## src/tci_pkg.sv

```systemverilog
// ============================================================================
// Thrust curve interpolator package
// Widths, codes and the command and status bundles between control and datapath.
// ============================================================================
package tci_pkg;

  localparam int TABLE_DEPTH = 64;
  localparam int IDX_W       = $clog2(TABLE_DEPTH);
  localparam int CNT_W       = $clog2(TABLE_DEPTH + 1);
  localparam int TIME_W      = 32;
  localparam int THRUST_W    = 24;
  localparam int CMD_W       = 2;
  localparam int STAT_W      = 2;
  localparam int PROD_W      = TIME_W + THRUST_W;
  localparam int DIV_STEPS   = THRUST_W;
  localparam int DIV_CNT_W   = $clog2(DIV_STEPS);
  localparam int S_TDATA_W   = ((TIME_W + THRUST_W + 7) / 8) * 8;
  localparam int M_TDATA_W   = ((THRUST_W + 7) / 8) * 8;

  typedef enum logic [CMD_W-1:0] {
    CMD_APPEND = 2'd0,
    CMD_QUERY  = 2'd1,
    CMD_CLEAR  = 2'd2
  } cmd_e;

  typedef enum logic [STAT_W-1:0] {
    STATUS_OK    = 2'd0,
    STATUS_FULL  = 2'd1,
    STATUS_EMPTY = 2'd2
  } status_e;

  typedef enum logic [2:0] {
    RES_NONE,
    RES_ZERO,
    RES_FULL,
    RES_EMPTY,
    RES_MEM,
    RES_INTERP
  } res_kind_t;

  typedef enum logic [2:0] {
    IDX_HOLD,
    IDX_LAST,
    IDX_ZERO,
    IDX_INC,
    IDX_DEC
  } idx_op_t;

  typedef enum logic [3:0] {
    ST_IDLE,
    ST_DISPATCH,
    ST_LAST_CMP,
    ST_SCAN,
    ST_PREV,
    ST_MUL,
    ST_DIV_INIT,
    ST_DIV,
    ST_FINISH,
    ST_DONE
  } state_t;

  typedef struct packed {
    logic      load;
    logic      write_pt;
    logic      clear_cnt;
    idx_op_t   idx_op;
    logic      save_hi;
    logic      prep;
    logic      mul;
    logic      div_init;
    logic      div_step;
    res_kind_t res_kind;
    logic      out_load;
  } tci_cmd_t;

  typedef struct packed {
    logic [CMD_W-1:0] cmd;
    logic             count_zero;
    logic             count_full;
    logic             t_neg;
    logic             ge_last;
    logic             lt_cur;
    logic             idx_zero;
    logic             div_last;
    logic             out_free;
  } tci_stat_t;

endpackage

```

## src/tci_ctrl.sv

```systemverilog
// ============================================================================
// Thrust curve interpolator controller
// Sequences appends, clears and queries: last point check, table scan,
// product and serial division, then hands the result to the output word.
// ============================================================================
module tci_ctrl
  import tci_pkg::*;
(
  input  logic      clk,
  input  logic      rst,
  input  logic      in_valid,
  output logic      in_ready,
  input  tci_stat_t stat,
  output tci_cmd_t  cmd
);

  state_t state;
  state_t state_next;

  always_ff @(posedge clk) begin
    if (rst) begin
      state <= ST_IDLE;
    end else begin
      state <= state_next;
    end
  end

  always_comb begin
    state_next = state;
    case (state)
      ST_IDLE: begin
        if (in_valid) begin
          state_next = ST_DISPATCH;
        end
      end
      ST_DISPATCH: begin
        if (stat.cmd == CMD_QUERY && !stat.count_zero && !stat.t_neg) begin
          state_next = ST_LAST_CMP;
        end else begin
          state_next = ST_DONE;
        end
      end
      ST_LAST_CMP: begin
        state_next = stat.ge_last ? ST_DONE : ST_SCAN;
      end
      ST_SCAN: begin
        if (stat.lt_cur) begin
          state_next = stat.idx_zero ? ST_DONE : ST_PREV;
        end
      end
      ST_PREV:     state_next = ST_MUL;
      ST_MUL:      state_next = ST_DIV_INIT;
      ST_DIV_INIT: state_next = ST_DIV;
      ST_DIV: begin
        if (stat.div_last) begin
          state_next = ST_FINISH;
        end
      end
      ST_FINISH:   state_next = ST_DONE;
      ST_DONE: begin
        if (stat.out_free) begin
          state_next = ST_IDLE;
        end
      end
      default:     state_next = ST_IDLE;
    endcase
  end

  always_comb begin
    cmd      = '0;
    in_ready = 1'b0;
    case (state)
      ST_IDLE: begin
        in_ready = 1'b1;
        cmd.load = in_valid;
      end
      ST_DISPATCH: begin
        case (stat.cmd)
          CMD_APPEND: begin
            if (stat.count_full) begin
              cmd.res_kind = RES_FULL;
            end else begin
              cmd.write_pt = 1'b1;
              cmd.res_kind = RES_ZERO;
            end
          end
          CMD_QUERY: begin
            if (stat.count_zero) begin
              cmd.res_kind = RES_EMPTY;
            end else if (stat.t_neg) begin
              cmd.res_kind = RES_ZERO;
            end else begin
              cmd.idx_op = IDX_LAST;
            end
          end
          CMD_CLEAR: begin
            cmd.clear_cnt = 1'b1;
            cmd.res_kind  = RES_ZERO;
          end
          default: cmd.res_kind = RES_ZERO;
        endcase
      end
      ST_LAST_CMP: begin
        if (stat.ge_last) begin
          cmd.res_kind = RES_MEM;
        end else begin
          cmd.idx_op = IDX_ZERO;
        end
      end
      ST_SCAN: begin
        if (stat.lt_cur) begin
          if (stat.idx_zero) begin
            cmd.res_kind = RES_MEM;
          end else begin
            cmd.save_hi = 1'b1;
            cmd.idx_op  = IDX_DEC;
          end
        end else begin
          cmd.idx_op = IDX_INC;
        end
      end
      ST_PREV:     cmd.prep     = 1'b1;
      ST_MUL:      cmd.mul      = 1'b1;
      ST_DIV_INIT: cmd.div_init = 1'b1;
      ST_DIV:      cmd.div_step = 1'b1;
      ST_FINISH:   cmd.res_kind = RES_INTERP;
      ST_DONE:     cmd.out_load = stat.out_free;
      default:     cmd = '0;
    endcase
  end

endmodule

```

## config.mk

```make
export PLATFORM = sky130hd
export DESIGN_NAME = tci_ctrl
export DESIGN_NICKNAME = d
export VERILOG_FILES = /design/src/tci_pkg.sv /design/src/tci_ctrl.sv
export SDC_FILE = /design/constraint.sdc
export NUM_CORES = 1
export LEC_CHECK = 0
export BUFFER_PORTS_ARGS = -buffer_cell sky130_fd_sc_hd__buf_4
export CORE_MARGIN = 10
export CORE_UTILIZATION = 40
export DETAILED_ROUTE_END_ITERATION = 6
export GPL_TIMING_DRIVEN = 0
export PLACE_DENSITY = 0.77
export SLEW_MARGIN = 20
export SYNTH_ARGS = -nofsm -noshare
export SYNTH_HDL_FRONTEND = slang
export SYNTH_SLANG_ARGS = --single-unit
```

## constraint.sdc

```tcl
create_clock -name clk -period 2.9 [get_ports clk]
set_input_delay 0.145 -clock clk [delete_from_list [all_inputs] [get_ports clk]]
set_output_delay 0.145 -clock clk [all_outputs]
set_load 0.005 [all_outputs]
```

# Yosys cells after proc, flatten, opt, wreduce, memory -nomap -nowiden

Index checks and enable logic that the tools add are counted.
Widths: inputs -> output; s select.

Eq/ne operators: 15
Reduce and logical (&&, ||, !) cells: 7
Multiplexer cells: 36

Operator list:

| operator           | count |
|---|---|
| $pmux 4 s10        | 1 |
| $mux 4             | 8 |
| $mux 3             | 6 |
| $eq 4x3->1 const B | 4 |
| $mux 1             | 14 |
| $pmux 3 s4         | 1 |
| $pmux 3 s3         | 1 |
| $eq 4x2->1 const B | 2 |
| $eq 4x4->1 const B | 2 |
| $mux 2             | 4 |
| $ne 2x2->1 const B | 4 |
| $eq 4x1->1 const B | 1 |
| $logic_not 4->1    | 1 |
| $pmux 2 s2         | 1 |
| $reduce_and 4->1   | 1 |
| $eq 2x1->1 const B | 1 |
| $eq 2x2->1 const B | 1 |
| $logic_and 1x1->1  | 2 |
| $logic_not 1->1    | 2 |
| $logic_not 2->1    | 1 |

Word-level logic and storage cells: 59
Register bits: 4
Input bits: 13
Output and inout bits: 16

# Logic depth before layout (Yosys ltp)

Word-level depth: 5
Mapped depth: 6
Gate-level depth less buffers: 4

# Worst setup path before layout

OpenSTA, ideal clock, no wires.

Path kind: register to output
Start point: register state[3]
End point: output cmd[13] (netlist name)
Cell stages (with the launch flop): 4
Setup slack: 1567 ps
Required time: 2755 ps
Path buffers: 1
Arrival: 1188 ps
Cells stage by stage: dfxtp_1 buf_6 or4b_4 nor4_1

RTL lines:

| item                   | RTL line       | source |
|---|---|---|
| start, declared        | tci_ctrl.sv:17 | `state_t state;` |
| start signal, assigned | tci_ctrl.sv:24 | `state <= state_next;` |
| end, declared          | tci_ctrl.sv:14 | `output tci_cmd_t cmd` |

==> run summary <==
- **starting density of the core** 43.8%
- **transition time of the tightest slew-check pin** 0.444 ns
- **Area Growth Syn to Fin** 43.0%
- **power share of the sequential group** 17.8%
- **number of hold-slack violations in the final timing report** 0
- **critical path startpoint category** register
- **synth top area cells** sky130_fd_sc_hd__dfxtp_1 (14%), sky130_fd_sc_hd__nand2b_1 (8.6%), sky130_fd_sc_hd__nor2_1 (7.1%)
- **Post-DP Area** 813 um2
- **Top FF cell, synth** sky130_fd_sc_hd__dfxtp_1
- **I/O pin count** 29
- **all-layer global routing usage** 10.7%
- **post-layout power** 435 uW
- **placeable core area** 1330 um2
- **drt first pass iters** 4
- **arrival time reported for the critical path endpoint** 1.63 ns
- **post-synthesis sequential area ratio** 13.7%
- **maximum number of pins on one net before global-route repair** 11
- **# hold bufs at CTS** 0
- **total of max-cap violations** 0
- **Die Outline Area** 3390 um2
- **crit path time final** 1.78 ns
- **vias** 709
- **post-synthesis cell type with the largest combined area** sky130_fd_sc_hd__dfxtp_1
- **number of max-slew violations in the final report** 0
- **switching power** 179 uW
- **multiplexer fraction of the synthesized cell area** 6.00%
- **maximum level of the CTS H-tree** 1
- **result of the run** finished, final reports clean
- **proportion of layout cells with a drive suffix above 1** 41.8%
- **share of the synthesized area in compound gates (AO/OA/AOI/OAI)** 25.1%
- **clock tree from TritonCTS** yes
- **layout net count** 125
- **P_leak** 0.351 nW
- **WP data required** 2.76 ns
- **synthesized area per cell** 7.40 um2
- **dominant combinational cell family by area after synthesis** simple AND/OR/NAND/NOR gates
- **clock tree skew after final layout** 0.00390 ns
- **Most flops, register** state
- **number of sinks driven by the clock tree** 4
- **syn nets** 92
- **pwr dens** 520 nW/um2
- **Detailed Route WL** 1910 um
- **area share of the largest cell type after synthesis** 13.7%
- **worst setup path category** register to primary output
- **FFs w/ async S/R, synth** 0%
- **post-synthesis cell count** 79
- **final cycle utilization of the critical path** 61.4%
- **number of distinct library cell variants in the gate-level netlist after synthesis** 34
- **max_slew headroom** 70.4%
- **residual DRC count** 0
- **setup fix buffers added after clock tree synthesis** 0
- **Max Freq** 562 MHz
- **clock share of power** 15.5%
- **Finish-stage setup viols** 0
- **total negative setup slack** 0 ns
- **most common library cell in the layout ignoring fill and taps** sky130_fd_sc_hd__buf_4
- **count of yosys warnings during synthesis** 0
- **critical path capture point type** primary output
- **maximum buffer depth of the clock tree** 2
- **post-route core utilization** 62.7%
- **flip-flop and latch count after synthesis** 4
- **most frequent cells in the layout** sky130_fd_sc_hd__buf_4 (28), sky130_fd_sc_hd__nor2_1 (11), sky130_fd_sc_hd__nand2b_1 (8)
- **chip height** 58.2 um
- **number of CTS-inserted buffers** 3
- **routed wire length per instance** 15.3 um
- **ANT nets after route** 0
- **number of flip-flops in the largest register** 4
- **half-perimeter wire length after detailed placement** 1550 um
- **total global routing overflow** 0
- **quantity of gates resized following cts** 0
- **initial drt markers** 32
- **via count of the first global-routing pass** 681
- **worst voltage drop across the vdd grid** 0.000299 V
- **clock transition at the register clock pins on the worst setup and hold paths after CTS** 0.03 ns
- **simple-gate share of the synthesized area** 44.5%
- **quantity of I/O buffers inserted on ports** 28
- **routability congestion estimate** 0.865
- **root buf cell** sky130_fd_sc_hd__clkbuf_4
- **worst skew pair latency** 0.23 ns
- **cell internal pwr** 256 uW
- **Cell Area, Synth** 584 um2
- **number of antenna violations at the first check in global routing** 0
- **site row count** 13
- **XOR/XNOR Fraction of Synth Area** 0%
- **largest registers** state x4
- **switching share of power** 41.1%
- **maximum net fanout on the critical path** 9
- **width of the chip** 58.2 um
- **ant diodes** 0
- **detailed-route vias per instance** 5.67
- **adder-cell share of the synthesized area** 0%
- **first-pass GRT wire length** 3030 um
- **setup repair after global routing missed its margin** false
- **type of the most critical hold path** primary input to register
- **Comb power frac** 66.7%
- **final instance area** 836 um2
- **Post-synth EDFFs** 0
synthesized netlist by cell type, types with 2 or more instances:
cell	n
sky130_fd_sc_hd__o31ai_2	2
sky130_fd_sc_hd__inv_1	2
sky130_fd_sc_hd__o21ai_0	2
sky130_fd_sc_hd__o32ai_1	2
sky130_fd_sc_hd__nor3b_1	2
sky130_fd_sc_hd__mux2i_1	2
sky130_fd_sc_hd__buf_2	2
sky130_fd_sc_hd__buf_6	3
sky130_fd_sc_hd__nand3_1	2
sky130_fd_sc_hd__nor2_1	11
sky130_fd_sc_hd__clkbuf_1	2
sky130_fd_sc_hd__nand2_1	7
sky130_fd_sc_hd__nor4_1	2
sky130_fd_sc_hd__dfxtp_1	4
sky130_fd_sc_hd__nand2b_1	8
sky130_fd_sc_hd__nor3_1	5
sky130_fd_sc_hd__a21oi_1	4
path summary, 6_finish.rpt:
kind / from / endpoint / slack, ns / depth (start not counted)
max: state[3]$_SDFFE_PP0P_ / cmd[13] / 1.12 / 4
min: stat[0] / state[3]$_SDFFE_PP0P_ / 0.14 / 2
max reg2reg: state[1]$_SDFFE_PP0P_ / state[2]$_SDFFE_PP0P_ / 1.49 / 5
min reg2reg: state[2]$_SDFFE_PP0P_ / state[0]$_SDFFE_PP0P_ / 0.73 / 3
stage by stage:
stage	instances	hold WS [ns]	worst slack (ns)
2_1_floorplan	79	0.259	1.57
3_3_place_gp	122	0.378	1.44
3_5_place_dp	122	0.376	1.39
4_1_cts	125	0.131	1.14
5_1_grt	125	0.144	1.07
6_report	125	0.139	1.12
kinds of logic (layout without fill, tap and decap cells):
logic type      Yosys count  after routing
flops                     4              4
buf+inv                  10             41
compound gates           18             18
simple gates             44             44
mux                       3              3
critical path: stages (launching register included):
cell and delay, ns:
sky130_fd_sc_hd__dfxtp_1 0.29, sky130_fd_sc_hd__buf_6 0.13, sky130_fd_sc_hd__or4b_4 0.57, sky130_fd_sc_hd__nor4_1 0.24, sky130_fd_sc_hd__buf_4 0.18
layout make-up:
class                   instances  area [um2]
fillers                       137         498
multi-input cells              65         442
repair buffers                 28         210
flip-flops and latches          4        80.1
plain buffers                   7        51.3
clock buffers                   3        22.5
well taps                      15        18.8
inverters                       3        11.3
layer usage:
| metal | track usage [%] | share of wire [%] |
|---|---|---|
| met1 | 12.1 | 43 |
| met2 | 19.6 | 52 |
| met3 | 3.27 | 5.1 |
| met4 | 1.01 | 0 |
| met5 | 0 | 0 |
power by group through the flow:
| stage | Sequential (mW) | Clock (mW) | Combinational, mW |
|---|---|---|---|
| CTS | 0.0772 | 0.0709 | 0.292 |
| detailed placement | 0.0780 | 0 | 0.291 |
| global route | 0.0789 | 0.0755 | 0.320 |
| floorplan | 0.0752 | 0 | 0.186 |
| global placement | 0.0773 | 0 | 0.287 |
| finish | 0.0772 | 0.0676 | 0.290 |
Power figures use the tool's default switching activity.
